File: config.mk
export PLATFORM = sky130hd
export DESIGN_NAME = meter_response_frame_decoder_unit
export DESIGN_NICKNAME = d
export VERILOG_FILES = /design/src/rtl/core/mrfd_pkg.sv /design/src/rtl/core/mrfd_crc.sv /design/src/rtl/core/mrfd_capture.sv /design/src/rtl/core/meter_response_frame_decoder_unit.sv
export SDC_FILE = /design/constraint.sdc
export NUM_CORES = 1
export LEC_CHECK = 0
export ABC_CLOCK_PERIOD_IN_PS = 6250
export BUFFER_PORTS_ARGS = -buffer_cell sky130_fd_sc_hd__buf_2
export CAP_MARGIN = 20
export CORE_UTILIZATION = 50
export DETAILED_ROUTE_END_ITERATION = 10
export PLACE_DENSITY_LB_ADDON = 0.25
export SKIP_LAST_GASP = 1
export SYNTH_ARGS = -nofsm -noshare
export SYNTH_HDL_FRONTEND = slang
export SYNTH_SLANG_ARGS = --single-unit
File: constraint.sdc
create_clock -name clk -period 6.25 [get_ports clk]
set_input_delay 0.625 -clock clk [delete_from_list [all_inputs] [get_ports clk]]
set_output_delay 0.625 -clock clk [all_outputs]
set_load 0.01 [all_outputs]
File: src/rtl/core/mrfd_pkg.sv
// Package for the meter response frame decoder.
// Holds frame constants, status codes, the CRC-16 lookup table and shared types.
// No dependencies.
package mrfd_pkg;

    localparam int unsigned FRAME_BYTES = 25;
    localparam int unsigned COUNT_W     = 5;

    localparam logic [15:0] CRC_INIT = 16'hFFFF;
    localparam logic [15:0] CRC_POLY = 16'hA001;

    // Byte positions of the first byte of each register field
    localparam logic [COUNT_W-1:0] POS_VOLTAGE = 5'd3;
    localparam logic [COUNT_W-1:0] POS_CURRENT = 5'd5;
    localparam logic [COUNT_W-1:0] POS_POWER   = 5'd9;
    localparam logic [COUNT_W-1:0] POS_ENERGY  = 5'd13;
    localparam logic [COUNT_W-1:0] POS_FREQ    = 5'd17;
    localparam logic [COUNT_W-1:0] POS_PF      = 5'd19;
    localparam logic [COUNT_W-1:0] POS_ALARM   = 5'd21;

    localparam logic [COUNT_W-1:0] FRAME_LAST_COUNT = COUNT_W'(FRAME_BYTES);
    localparam logic [COUNT_W-1:0] MIN_CRC_COUNT    = 5'd3;

    typedef enum logic [1:0] {
        STAT_OK      = 2'd0,
        STAT_BAD_CRC = 2'd1,
        STAT_SHORT   = 2'd2
    } frame_status_t;

    typedef logic [15:0] crc_table_t [256];

    function automatic crc_table_t crc_build_table();
        crc_table_t  tbl;
        logic [15:0] c;
        for (int idx = 0; idx < 256; idx++) begin
            c = 16'(idx);
            for (int i = 0; i < 8; i++) begin
                c = c[0] ? ((c >> 1) ^ CRC_POLY) : (c >> 1);
            end
            tbl[idx] = c;
        end
        return tbl;
    endfunction

    localparam crc_table_t CRC_TABLE = crc_build_table();

    // Step control handed from the top level to the state modules
    typedef struct packed {
        logic take;   // byte falls within the frame, update state
        logic close;  // item ends the frame, return state to reset values
    } step_t;

    typedef struct packed {
        logic [15:0] voltage;
        logic [31:0] current;
        logic [31:0] power;
        logic [31:0] energy;
        logic [15:0] frequency;
        logic [15:0] power_factor;
        logic [15:0] alarm;
    } fields_t;

endpackage

File: src/rtl/core/mrfd_crc.sv
// CRC-16/Modbus tracker for the meter response frame decoder.
// Keeps the running CRC, the CRC two bytes back and the last two bytes.
// Depends on mrfd_pkg.
module mrfd_crc
    import mrfd_pkg::*;
(
    input  logic        clk,
    input  logic        rst_n,
    input  step_t       step,
    input  logic [7:0]  rx_byte,
    output logic        crc_match
);

    logic [15:0] acc_reg,  acc_next;
    logic [15:0] dly0_reg, dly0_next;
    logic [15:0] dly1_reg, dly1_next;
    logic [15:0] last_reg, last_next;

    always_comb
    begin
        acc_next  = acc_reg;
        dly0_next = dly0_reg;
        dly1_next = dly1_reg;
        last_next = last_reg;
        if (step.take)
        begin
            dly1_next = dly0_reg;
            dly0_next = acc_reg;
            acc_next  = (acc_reg >> 8) ^ CRC_TABLE[rx_byte ^ acc_reg[7:0]];
            last_next = {last_reg[7:0], rx_byte};
        end
    end

    // Checksum travels low byte first: the older byte is the low half
    assign crc_match = ({last_next[7:0], last_next[15:8]} == dly1_next);

    always_ff @(posedge clk or negedge rst_n)
    begin
        if (!rst_n)
        begin
            acc_reg  <= CRC_INIT;
            dly0_reg <= CRC_INIT;
            dly1_reg <= CRC_INIT;
            last_reg <= '0;
        end
        else if (step.close)
        begin
            acc_reg  <= CRC_INIT;
            dly0_reg <= CRC_INIT;
            dly1_reg <= CRC_INIT;
            last_reg <= '0;
        end
        else
        begin
            acc_reg  <= acc_next;
            dly0_reg <= dly0_next;
            dly1_reg <= dly1_next;
            last_reg <= last_next;
        end
    end

endmodule

File: src/rtl/core/mrfd_capture.sv
// Byte counter and register field capture for the meter response frame decoder.
// Drops each byte into its field lane by frame position.
// Depends on mrfd_pkg.
module mrfd_capture
    import mrfd_pkg::*;
(
    input  logic               clk,
    input  logic               rst_n,
    input  step_t              step,
    input  logic [7:0]         rx_byte,
    output logic [COUNT_W-1:0] count,
    output logic [COUNT_W-1:0] count_next,
    output fields_t            fields_next
);

    logic [COUNT_W-1:0] count_reg;
    fields_t            held_reg;

    assign count      = count_reg;
    assign count_next = step.take ? count_reg + 1'b1 : count_reg;

    always_comb
    begin
        fields_next = held_reg;
        if (step.take)
        begin
            case (count_reg)
                POS_VOLTAGE:          fields_next.voltage[15:8]      = rx_byte;
                POS_VOLTAGE + 5'd1:   fields_next.voltage[7:0]       = rx_byte;
                POS_CURRENT:          fields_next.current[15:8]      = rx_byte;
                POS_CURRENT + 5'd1:   fields_next.current[7:0]       = rx_byte;
                POS_CURRENT + 5'd2:   fields_next.current[31:24]     = rx_byte;
                POS_CURRENT + 5'd3:   fields_next.current[23:16]     = rx_byte;
                POS_POWER:            fields_next.power[15:8]        = rx_byte;
                POS_POWER + 5'd1:     fields_next.power[7:0]         = rx_byte;
                POS_POWER + 5'd2:     fields_next.power[31:24]       = rx_byte;
                POS_POWER + 5'd3:     fields_next.power[23:16]       = rx_byte;
                POS_ENERGY:           fields_next.energy[15:8]       = rx_byte;
                POS_ENERGY + 5'd1:    fields_next.energy[7:0]        = rx_byte;
                POS_ENERGY + 5'd2:    fields_next.energy[31:24]      = rx_byte;
                POS_ENERGY + 5'd3:    fields_next.energy[23:16]      = rx_byte;
                POS_FREQ:             fields_next.frequency[15:8]    = rx_byte;
                POS_FREQ + 5'd1:      fields_next.frequency[7:0]     = rx_byte;
                POS_PF:               fields_next.power_factor[15:8] = rx_byte;
                POS_PF + 5'd1:        fields_next.power_factor[7:0]  = rx_byte;
                POS_ALARM:            fields_next.alarm[15:8]        = rx_byte;
                POS_ALARM + 5'd1:     fields_next.alarm[7:0]         = rx_byte;
                default:              fields_next = held_reg;
            endcase
        end
    end

    always_ff @(posedge clk or negedge rst_n)
    begin
        if (!rst_n)
        begin
            count_reg <= '0;
            held_reg  <= '0;
        end
        else if (step.close)
        begin
            count_reg <= '0;
            held_reg  <= '0;
        end
        else
        begin
            count_reg <= count_next;
            held_reg  <= fields_next;
        end
    end

endmodule

File: src/rtl/core/meter_response_frame_decoder_unit.sv
// Top level of the meter response frame decoder.
// Input register, CRC tracker, field capture, status decision and result register.
// Depends on mrfd_pkg, mrfd_crc and mrfd_capture.
//
//  channel  | direction | handshake          | payload
//  ---------+-----------+--------------------+------------------------------------------
//  s_*      | in        | s_tvalid/s_tready  | tdata: rx_byte; tlast: end_of_frame
//  m_*      | out       | m_tvalid/m_tready  | tuser: frame_status; tdata: count + fields
//
// One item per cycle sustained while no closing item waits. An item is registered on
// entry and processed from the input register; a frame's result is loaded into the result
// register when its closing item is processed. Reset returns the CRC to 0xFFFF and clears
// the count and held fields; no clearing pass is needed. Only a closing item waits on a
// full result register, so ordinary bytes keep flowing while a result sits unread.
module meter_response_frame_decoder_unit
    import mrfd_pkg::*;
(
    input  logic         clk,
    input  logic         rst_n,
    input  logic         s_tvalid,
    output logic         s_tready,
    input  logic [7:0]   s_tdata,   // [7:0] rx_byte
    input  logic         s_tlast,   // end_of_frame
    output logic         m_tvalid,
    input  logic         m_tready,
    output logic [167:0] m_tdata,   // [4:0] byte_count, [20:5] voltage_raw,
                                    // [52:21] current_raw, [84:53] power_raw,
                                    // [116:85] energy_raw, [132:117] frequency_raw,
                                    // [148:133] power_factor_raw, [164:149] alarm_raw,
                                    // [167:165] zero
    output logic [1:0]   m_tuser    // [1:0] frame_status
);

    // Input register
    logic       in_valid_reg, in_valid_next;
    logic [7:0] in_byte_reg;
    logic       in_last_reg;

    // Result register
    logic               out_valid_reg, out_valid_next;
    frame_status_t      out_status_reg;
    logic [COUNT_W-1:0] out_count_reg;
    fields_t            out_fields_reg;

    logic               go;
    step_t              step;
    logic               crc_match;
    logic [COUNT_W-1:0] count;
    logic [COUNT_W-1:0] count_next;
    fields_t            fields_next;
    frame_status_t      status;

    // A closing item needs a free result slot; plain bytes never wait
    assign go       = in_valid_reg && (!in_last_reg || !out_valid_reg || m_tready);
    assign s_tready = !in_valid_reg || go;

    assign step = '{take: go && (count < FRAME_LAST_COUNT), close: go && in_last_reg};

    mrfd_crc u_crc (
        .clk       (clk),
        .rst_n     (rst_n),
        .step      (step),
        .rx_byte   (in_byte_reg),
        .crc_match (crc_match)
    );

    mrfd_capture u_capture (
        .clk         (clk),
        .rst_n       (rst_n),
        .step        (step),
        .rx_byte     (in_byte_reg),
        .count       (count),
        .count_next  (count_next),
        .fields_next (fields_next)
    );

    // Decide status from the state as it stands after this byte
    always_comb
    begin
        if (count_next < MIN_CRC_COUNT || !crc_match)
            status = STAT_BAD_CRC;
        else if (count_next < FRAME_LAST_COUNT)
            status = STAT_SHORT;
        else
            status = STAT_OK;
    end

    assign in_valid_next  = (s_tvalid && s_tready) ? 1'b1 : (in_valid_reg && !go);
    assign out_valid_next = step.close ? 1'b1 : (out_valid_reg && !m_tready);

    always_ff @(posedge clk or negedge rst_n)
    begin
        if (!rst_n)
        begin
            in_valid_reg  <= 1'b0;
            out_valid_reg <= 1'b0;
        end
        else
        begin
            in_valid_reg  <= in_valid_next;
            out_valid_reg <= out_valid_next;
        end
    end

    // Hold the input item until it is processed
    always_ff @(posedge clk)
    begin
        if (s_tvalid && s_tready)
        begin
            in_byte_reg <= s_tdata;
            in_last_reg <= s_tlast;
        end
    end

    // Load the result; zero the fields of a failed frame
    always_ff @(posedge clk)
    begin
        if (step.close)
        begin
            out_status_reg <= status;
            out_count_reg  <= count_next;
            out_fields_reg <= (status == STAT_OK) ? fields_next : '0;
        end
    end

    assign m_tvalid = out_valid_reg;
    assign m_tuser  = out_status_reg;
    assign m_tdata  = {3'd0,
                       out_fields_reg.alarm,
                       out_fields_reg.power_factor,
                       out_fields_reg.frequency,
                       out_fields_reg.energy,
                       out_fields_reg.power,
                       out_fields_reg.current,
                       out_fields_reg.voltage,
                       out_count_reg};

endmodule
==> impl_metrics.toml, run 1 <==
[yosys]
synthesis.area_um2 = 17260
netlist_instances = 1306
syn_avg_cell_area_um2 = 13.22
async_reset_ff_share_pct = 56.22
ys_seq_area_share_pct = 63.69
ys_ff_latch = 402
synth-edff-count = 176
synthFlopType = "dfrtp_1"
yosysWarnings = 0
synth_cell_types = 46

[sta]
worst_pin_slew_ps = 1164
finalSetupViolCount = 0
skew_ps = 16.67
rsz0062_at_grt = "false"
fin_crit_ps = 3838
slew_violations = 0
tns_ps = 0
maxClockFrequency_ghz = 0.2606
hold_violations = 0
finalCritPeriodShare_pct = 61.41
relSlewSlack_pct = 22.42

[power]
p_int_mw = 4.950
pwr-share-comb_pct = 19.2
p_leak_nw = 9.009
swShare_pct = 29.38
power.density_nw_per_um2 = 354.4
pwr-share-clk_pct = 35.2
p_seq_share_pct = 45.6
peakVddDrop_v = 0.0002602
p_sw_mw = 2.060

[global_routing]
grt_pass1_wl_mm = 59.80
globalRouteTotalUtil_pct = 21.70
grt_pass1_vias = 10190
grt.overflow.total = 0
antenna_found_initial = 0
grt_max_degree = 178

[die]
core_um2 = 33780
start_util_pct = 51.10
fp-row-count = 67
dieWidth_um = 187.8
fp.dieH_um = 187.8
pin_count = 185
die-area_um2 = 35270

[clock_tree]
cts_sinks = 402
cts.hold.buffers_added = 1
clock_path_buffers = 3
cts_tree = "built"
cts-resized-gates = 0
postCtsSetupBuffers = 0
h-tree-depth = 2
numCtsBuffers = 41
clock-root-buffer = "clkbuf_16"
clkTransAtPathRegs_ps = 60
clk_latency_ps = 530

[worst_setup_path]
crit_type = "reg -> reg"
required_ps = 6480
crit_path_start_kind = "flip-flop"
critPathCaptureType = "flip-flop"
crit_path_max_fanout = 63
cp.arrival_ps = 4070

[route]
routed_wl_mm = 38.56
drt-pass1-iter-count = 5
routedWlPerCell_um = 20.11
detail-route-antenna-nets = 0
avgViaCountPerCell = 5.535
drt_iter0_drc = 921
via_count = 10610
route.detailed.drc = 0

[placed_design]
port_buffers = 181
place_inst = 1840
gp_congestion = 0.8107
dp_hpwl_mm = 21.48

[worst_hold_path]
min_path_type = "in -> reg"

[final_layout]
finish.utilization_pct = 58.53
nets = 1454
register_area_um2 = 10990
instances_no_fill = 1917
diodes = 0
multi_input_area_um2 = 5638
fillCellCount = 2733
drive_gt1_share_pct = 27.98
syn_to_final_growth_pct = 14.55

[job]
maxCapViolCount = 0

[outcome]
status = "complete, no violations"
cell usage in the layout (no fill, tap or decap), types with 9 or more instances in the layout:
cell / instances
nand3_1: 29
nand4_1: 11
nor4_1: 62
mux2i_1: 161
clkbuf_16: 43
dfrtp_1: 183
inv_1: 9
dfstp_2: 43
nor2_1: 186
xnor2_1: 41
buf_2: 180
a21oi_1: 17
nor4_2: 98
edfxtp_1: 176
buf_4: 13
nand2_1: 102
clkbuf_1: 13
Yosys cell counts (23+ instances only):
cell type    n  area share (%)
buf_2       23            0.67
clkbuf_1    65             1.4
dfrtp_1    183              27
dfstp_2     43             6.5
edfxtp_1   176              31
mux2i_1    161             9.3
nand2_1    102             2.2
nand3_1     30            0.87
nor2_1     186             4.0
nor4_1      62             2.2
nor4_2      98             7.1
xnor2_1     41             2.1
through the flow:
stage                     area, µm²  hold slack [ps]  worst slack (ps)  total power, mW
after floorplan               17270            329.4              1991            4.352
after global placement        18410            472.6              2544            4.574
after detailed placement      18410            480.5              2438            4.596
after CTS                     19780            248.7              2433            7.062
after global routing          19780            255.7              2230            7.290
final                         19780            263.2              2412            7.009
routing by layer:
metal,routed length [µm],global-route usage [%]
met1,18300,32.72
met2,18090,33.63
met3,1525,2.845
met4,639,4.722
met5,0,0
power by group through the flow:
stage                     clock [mW]  sequential [mW]  combinational [mW]
after detailed placement           0             3.25                1.35
after floorplan                    0             3.23                1.12
after global routing            2.61             3.22                1.46
final                           2.46             3.20                1.35
after CTS                       2.51             3.20                1.36
after global placement             0             3.24                1.34
cell type report:
type,instances,area share [%]
Clock buffer,59,5.897
Multi-Input combinational cell,778,28.51
Clock inverter,17,0.9491
Tap cell,448,2.835
Timing Repair Buffer,203,5.985
Sequential cell,402,55.60
Inverter,10,0.2278
final timing paths:
| path | startpoint | endpoint | slack [ps] | cells past startpoint |
|---|---|---|---|---|
| worst max-delay path | u_capture.count[2] | m_tdata[48] | 2410 | 7 |
| worst min-delay path | s_tlast | in_last_reg | 260 | 1 |
| worst max register to register | u_capture.count[2] | m_tdata[48] | 2410 | 7 |
| worst min register to register | u_crc.acc_reg[11] | u_crc.dly0_reg[11] | 480 | 2 |
| max in group asynchronous | rst_n | u_capture.held_reg[137] | 4330 | 3 |
| min in group asynchronous | rst_n | u_capture.held_reg[17] | 580 | 2 |
logic make-up (layout without fill, tap and decap cells):
family,count (synthesis),after routing,share of synthesized area [%]
mux,162,162,9.466
xor+xnor,50,50,2.776
buf+inv,128,289,3.798
fa+ha+maj,5,5,0.3624
simple gates,512,512,18.09
compound gates,46,46,1.798
flops,402,402,63.69
other cells,1,3,0.02172
critical path, stage by stage, from the launching register on:
cell	delay, ps
dfrtp_1	500
o311ai_4	490
and3_1	220
buf_4	460
mux2i_1	410
and3_4	880
buf_12	400
nor4_1	100
No activity file was read; power rests on OpenSTA's default activity.
==> run 2: changes to the inputs <==
--- a/config.mk
+++ b/config.mk
@@ -5,7 +5,8 @@
 export SDC_FILE = /design/constraint.sdc
 export NUM_CORES = 1
 export LEC_CHECK = 0
-export ABC_CLOCK_PERIOD_IN_PS = 6250
+export ABC_AREA = 1
+export ABC_CLOCK_PERIOD_IN_PS = 3900
 export BUFFER_PORTS_ARGS = -buffer_cell sky130_fd_sc_hd__buf_2
 export CAP_MARGIN = 20
 export CORE_UTILIZATION = 50
==> constraint.sdc (replaced) <==
create_clock -name clk -period 3.9 [get_ports clk]
set_input_delay 0.39 -clock clk [delete_from_list [all_inputs] [get_ports clk]]
set_output_delay 0.39 -clock clk [all_outputs]
set_load 0.01 [all_outputs]
==> impl_metrics.toml, run 2 <==
[die]
dieWidth_um = 182.4
fp-row-count = 65
fp.dieH_um = 182.4
start_util_pct = 51.14
pin_count = 185
die-area_um2 = 33250
core_um2 = 31800

[clock_tree]
clock-root-buffer = "clkbuf_16"
cts.hold.buffers_added = 1
clock_path_buffers = 3
numCtsBuffers = 41
clkTransAtPathRegs_ps = 60
cts-resized-gates = 0
h-tree-depth = 2
cts_tree = "built"
cts_sinks = 402
postCtsSetupBuffers = 0
clk_latency_ps = 520

[sta]
worst_pin_slew_ps = 1179
finalCritPeriodShare_pct = 84.27
hold_slack_ps = 55.33
hold_violations = 0
tns_ps = 0
maxClockFrequency_ghz = 0.3043
skew_ps = 18.46
finalSetupViolCount = 0
rsz0062_at_grt = "false"
fin_crit_ps = 3287
relSlewSlack_pct = 21.33
slew_violations = 0

[power]
power_mw = 10.04
p_int_mw = 7.352
pwr-share-clk_pct = 36.2
p_leak_nw = 8.459
p_seq_share_pct = 50.3
pwr-share-comb_pct = 13.6
power.density_nw_per_um2 = 533.5
peakVddDrop_v = 0.0004180
swShare_pct = 26.76
p_sw_mw = 2.686

[yosys]
ys_ff_latch = 402
yosysMostFrequentCell = "nor2_1"
synth_cell_types = 32
synth_top_cell_area_share_pct = 32.50
yosysTopAreaCell = "edfxtp_1"
synth-edff-count = 176
async_reset_ff_share_pct = 56.22
ys_seq_area_share_pct = 67.60
ys_top_cells_by_area = "edfxtp_1 (32%), dfrtp_1 (28%), nor2_1 (9.6%)"
synthFlopType = "dfrtp_1"
syn_avg_cell_area_um2 = 10.02
yosysWarnings = 0
netlist_instances = 1623
synth_common_cells = "nor2_1 (416), nand2_1 (302), dfrtp_1 (183)"
synthesis.area_um2 = 16260

[worst_setup_path]
r2r_setup_slack_ps = 610
r2r-end = "m_tdata[155]"
critPathCaptureType = "flip-flop"
crit_path_max_fanout = 41
cp.arrival_ps = 3540
required_ps = 4150
crit_type = "reg -> reg"
cp_cell_sequence = "inv_1 > nand2_1 > nand2_1 > buf_4 > nand2_2 > buf_4 > inv_2 > nand2_1 > nor2_1 > nand2_1 > o21ai_0 > nor2_1"
r2r_cells = 12
cp_slowest_stage_delay_ps = 740
worstSetupStartpoint = "u_capture.count[0]"
cp_slowest_cell = "nor2_1"
path_common_cell = "nand2_1"
worstReg2RegStart = "u_capture.count[0]"
crit_path_start_kind = "flip-flop"

[route]
routedWlPerCell_um = 16.34
drt_iter0_drc = 1207
route.detailed.drc = 0
avgViaCountPerCell = 5.086
via_count = 11440
detail-route-antenna-nets = 0
drt-pass1-iter-count = 7
routed_wl_mm = 36.77

[placed_design]
port_buffers = 181
gp_congestion = 0.8582
dp_hpwl_mm = 22.08

[global_routing]
grt.overflow.total = 0
grt_max_degree = 122
globalRouteTotalUtil_pct = 22.46
grt_pass1_vias = 10790
grt_pass1_wl_mm = 58.28
antenna_found_initial = 0

[worst_hold_path]
min_path_type = "in -> reg"
whs_endpoint = "in_byte_reg[2]"
hp-start = "s_tdata[2]"
hold_path_depth = 1

[final_layout]
syn_to_final_growth_pct = 15.70
layout_commonest_cell = "nor2_1"
drive_gt1_share_pct = 17.69
diodes = 0
fillCellCount = 2698
final_cell_mix = "nor2_1 (416), nand2_1 (302), dfrtp_1 (183)"
finish.utilization_pct = 59.17
nets = 1802

[job]
maxCapViolCount = 0

[outcome]
status = "complete, no violations"
[run 2: worst max-delay path: cells and delay by family (launching register included)]
family | cells | cell delay [ps]
flip-flops | 1 | 420
AND/OR/NAND/NOR | 7 | 1420
AO/OA/AOI/OAI | 1 | 220
buffers and inverters | 4 | 930
[run 2: cell type report]
| class | count | area, µm² | area share, % |
|---|---|---|---|
| well taps | 435 | 544.3 | 2.892 |
| multi-input cells | 1021 | 4414 | 23.46 |
| repair buffers | 213 | 1221 | 6.490 |
| inverters | 105 | 401.6 | 2.134 |
| clock inverters | 17 | 95.09 | 0.5054 |
| clock buffers | 57 | 1146 | 6.091 |
| flip-flops and latches | 402 | 10990 | 58.43 |
[run 2: logic make-up (layout without fill, tap and decap cells)]
logic type               count (synthesis)  count (layout)  share of synthesized area (%)
flip-flops                             402             402                          67.60
XOR/XNOR                                17              17                         0.9156
AO/OA/AOI/OAI                          224             224                          7.255
buffers and inverters                  202             392                          5.409
AND/OR/NAND/NOR                        772             772                          18.41
other                                    1               3                        0.02306
adder cells (fa/ha/maj)                  5               5                         0.3847
[run 2: how the worst max path moves through the flow]
stage	endpoint	slack, ps	depth (start not counted)
finish	m_tdata[155]	610	12
global route	m_tdata[155]	340	12
CTS	m_tdata[18]	670	14
detailed placement	m_tdata[18]	700	14
global placement	m_tdata[127]	820	12
floorplan	m_tdata[100]	40	7
[run 2: power by group through the flow]
stage | sequential, mW | combinational [mW] | clock [mW]
2_1_floorplan | 5.12 | 0.916 | 0
3_5_place_dp | 5.12 | 1.35 | 0
6_report | 5.05 | 1.36 | 3.63
5_1_grt | 5.07 | 1.54 | 3.88
3_3_place_gp | 5.11 | 1.32 | 0
4_1_cts | 5.05 | 1.36 | 3.70
[run 2: metal layers]
layer	track usage (%)	vias to the layer above	wire length, µm
met2	34.99	375	16890
li1	-	5540	-
met5	0	-	0
met4	5.513	0	627
met3	3.732	45	2412
met1	33.04	5483	16840
[run 2: per-stage QoR]
step,std cells,cell area (µm²),setup WS [ps]
final,2250,18820,613.3
after global routing,2250,18820,341.3
after CTS,2249,18810,665.7
after detailed placement,2174,17560,697.0
after global placement,2174,17560,821.3
after floorplan,1625,16270,36.84
==> run 3: changes to the inputs <==
--- a/config.mk
+++ b/config.mk
@@ -6,7 +6,7 @@
 export NUM_CORES = 1
 export LEC_CHECK = 0
 export ABC_AREA = 1
-export ABC_CLOCK_PERIOD_IN_PS = 3900
+export ABC_CLOCK_PERIOD_IN_PS = 2800
 export BUFFER_PORTS_ARGS = -buffer_cell sky130_fd_sc_hd__buf_2
 export CAP_MARGIN = 20
 export CORE_UTILIZATION = 50
==> constraint.sdc (replaced) <==
create_clock -name clk -period 2.8 [get_ports clk]
set_input_delay 0.28 -clock clk [delete_from_list [all_inputs] [get_ports clk]]
set_output_delay 0.28 -clock clk [all_outputs]
set_load 0.01 [all_outputs]
==> impl_metrics.toml, run 3 (synthesized netlist as in run 2, its figures left out) <==
[outcome]
status = "complete, no violations"

[placed_design]
port_buffers = 181
preCtsSetupSlack_ps = 113.1
dp_hpwl_mm = 22.93
place_inst = 2191
gp_congestion = 0.8362

[worst_setup_path]
r2r_cells = 15
crit_buf_inv = 5
crit_type = "reg -> reg"
required_ps = 3180
r2r_setup_slack_ps = 140
critPathCaptureType = "flip-flop"
cpLargestDelayFamily = "simple AND/OR/NAND/NOR gates"
cp.arrival_ps = 3040
crit_path_start_kind = "flip-flop"
worstReg2RegStart = "u_capture.count[0]"
cp_slowest_cell = "dfrtp_1"
cp_cell_sequence = "inv_1 > nand2_1 > nand2_1 > nand2_4 > buf_12 > nor2_1 > xor2_2 > inv_1 > o21ai_1 > nor2_1 > nor2_2 > nand3_4 > buf_4 > clkbuf_16 > nor2_1"
cp_slowest_stage_delay_ps = 420
crit_path_max_fanout = 35
r2r-end = "m_tdata[141]"
path_common_cell = "nor2_1"

[clock_tree]
cts_tree = "built"
clkTransAtPathRegs_ps = 60
numCtsBuffers = 41
cts_sinks = 402
clock_path_buffers = 3
h-tree-depth = 2
clock-root-buffer = "clkbuf_16"
clk_latency_ps = 530

[sta]
relSlewSlack_pct = 36.63
skew_ps = 10.09
finalSetupViolCount = 0
setup_ws_ps = 139.3
slew_violations = 0
fin_crit_ps = 2661
maxClockFrequency_ghz = 0.3758
tns_ps = 0
worst_pin_slew_ps = 950.5
finalCritPeriodShare_pct = 95.03
hold_violations = 0

[global_routing]
globalRouteTotalUtil_pct = 23.10
antenna_found_initial = 0
grt_pass1_wl_mm = 60.29
grt_max_degree = 183
grt_pass1_vias = 11170
grt.overflow.total = 0

[worst_hold_path]
hp-start = "m_tready"
whs_endpoint = "m_tvalid"
hold_path_depth = 2
min_path_type = "in -> reg"

[route]
routedWlPerCell_um = 16.76
route.detailed.drc = 0
avgViaCountPerCell = 5.173
drt_iter0_drc = 1071
detail-route-antenna-nets = 0
drt-pass1-iter-count = 7
routed_wl_mm = 38.28
via_count = 11820

[power]
p_seq_share_pct = 47.6
pwr-share-comb_pct = 13.3
pwr-share-clk_pct = 39.1
power_mw = 14.75
power.density_nw_per_um2 = 757.9
p_leak_nw = 8.791
swShare_pct = 25.99
p_int_mw = 10.92
p_sw_mw = 3.834
peakVddDrop_v = 0.0004875

[die]
start_util_pct = 51.14
fp-row-count = 65
dieWidth_um = 182.4
core_um2 = 31800
pin_count = 185
die-area_um2 = 33250
fp.dieH_um = 182.4

[job]
maxCapViolCount = 0

[final_layout]
drive_gt1_share_pct = 19.69
syn_to_final_growth_pct = 19.69
layout_commonest_cell = "nor2_1"
diodes = 0
nets = 1834
instances_no_fill = 2284
final_cell_mix = "nor2_1 (413), nand2_1 (302), dfrtp_1 (183)"
[run 3: changes by cell type in the layout (fill, tap and decap cells not counted), moves of 8 or more]
cell / change
buf_4: +13
dlygate4sd3_1: +10
clkbuf_16: +9
clkinv_1: -8
[run 3: worst reg2reg max path, delay by kind of cell, from the launching register on]
| kind | cells | cell delay, ps |
|---|---|---|
| compound gates | 1 | 90 |
| xor+xnor | 1 | 210 |
| buf+inv | 5 | 820 |
| flops | 1 | 420 |
| simple gates | 8 | 1000 |
[run 3: through the flow]
step | hold slack [ps] | area [µm²] | util (%)
floorplan | -15.59 | 16280 | -
global placement | 340.1 | 17740 | 55.77
detailed placement | 341.8 | 17740 | 55.77
CTS | 17.62 | 19310 | 60.72
global route | 9.167 | 19460 | 61.21
finish | 13.85 | 19460 | 61.21
[run 3: what timing repair did]
action | 4_1_cts | 5_1_grt
endpoints found under the hold margin | 71 | 0
hold buffers | 11 | 0
buffers inserted | 0 | 2
resized for setup | 0 | 14
setup endpoints to repair | 0 | 174
[run 3: cell type report]
cell class | count | area [µm²]
fillers | 2610 | 12330
clock inverters | 17 | 172.7
clock buffers | 59 | 1291
repair buffers | 245 | 1613
multi-input cells | 1021 | 4448
flip-flops and latches | 402 | 10990
inverters | 105 | 401.6
well taps | 435 | 544.3
[run 3: layer usage]
layer,vias up,global-route usage [%],share of wire (%)
met4,0,5.210,1.7
li1,5601,-,-
met3,52,3.592,6.2
met2,395,36.26,47
met1,5767,34.11,45
met5,-,0,0
[run 3: power by group through the flow]
stage / logic [mW] / registers [mW] / clock network [mW]
floorplan: 1.28 / 7.12 / 0
global placement: 1.87 / 7.11 / 0
detailed placement: 1.91 / 7.13 / 0
CTS: 1.94 / 7.02 / 5.84
global route: 2.23 / 7.08 / 6.10
finish: 1.97 / 7.02 / 5.76
[run 3: how the worst max path moves through the flow]
stage | slack [ps] | from | to | depth (start not counted)
2_1_floorplan | 440 | in_last_reg | m_tdata[100] | 7
3_3_place_gp | 200 | m_tvalid | u_crc.acc_reg[10] | 10
3_5_place_dp | 110 | m_tvalid | m_tdata[150] | 16
4_1_cts | 60 | u_capture.count[0] | u_crc.dly0_reg[7] | 10
5_1_grt | -30 | u_capture.count[0] | m_tdata[126] | 15
6_report | 140 | u_capture.count[0] | m_tdata[141] | 15
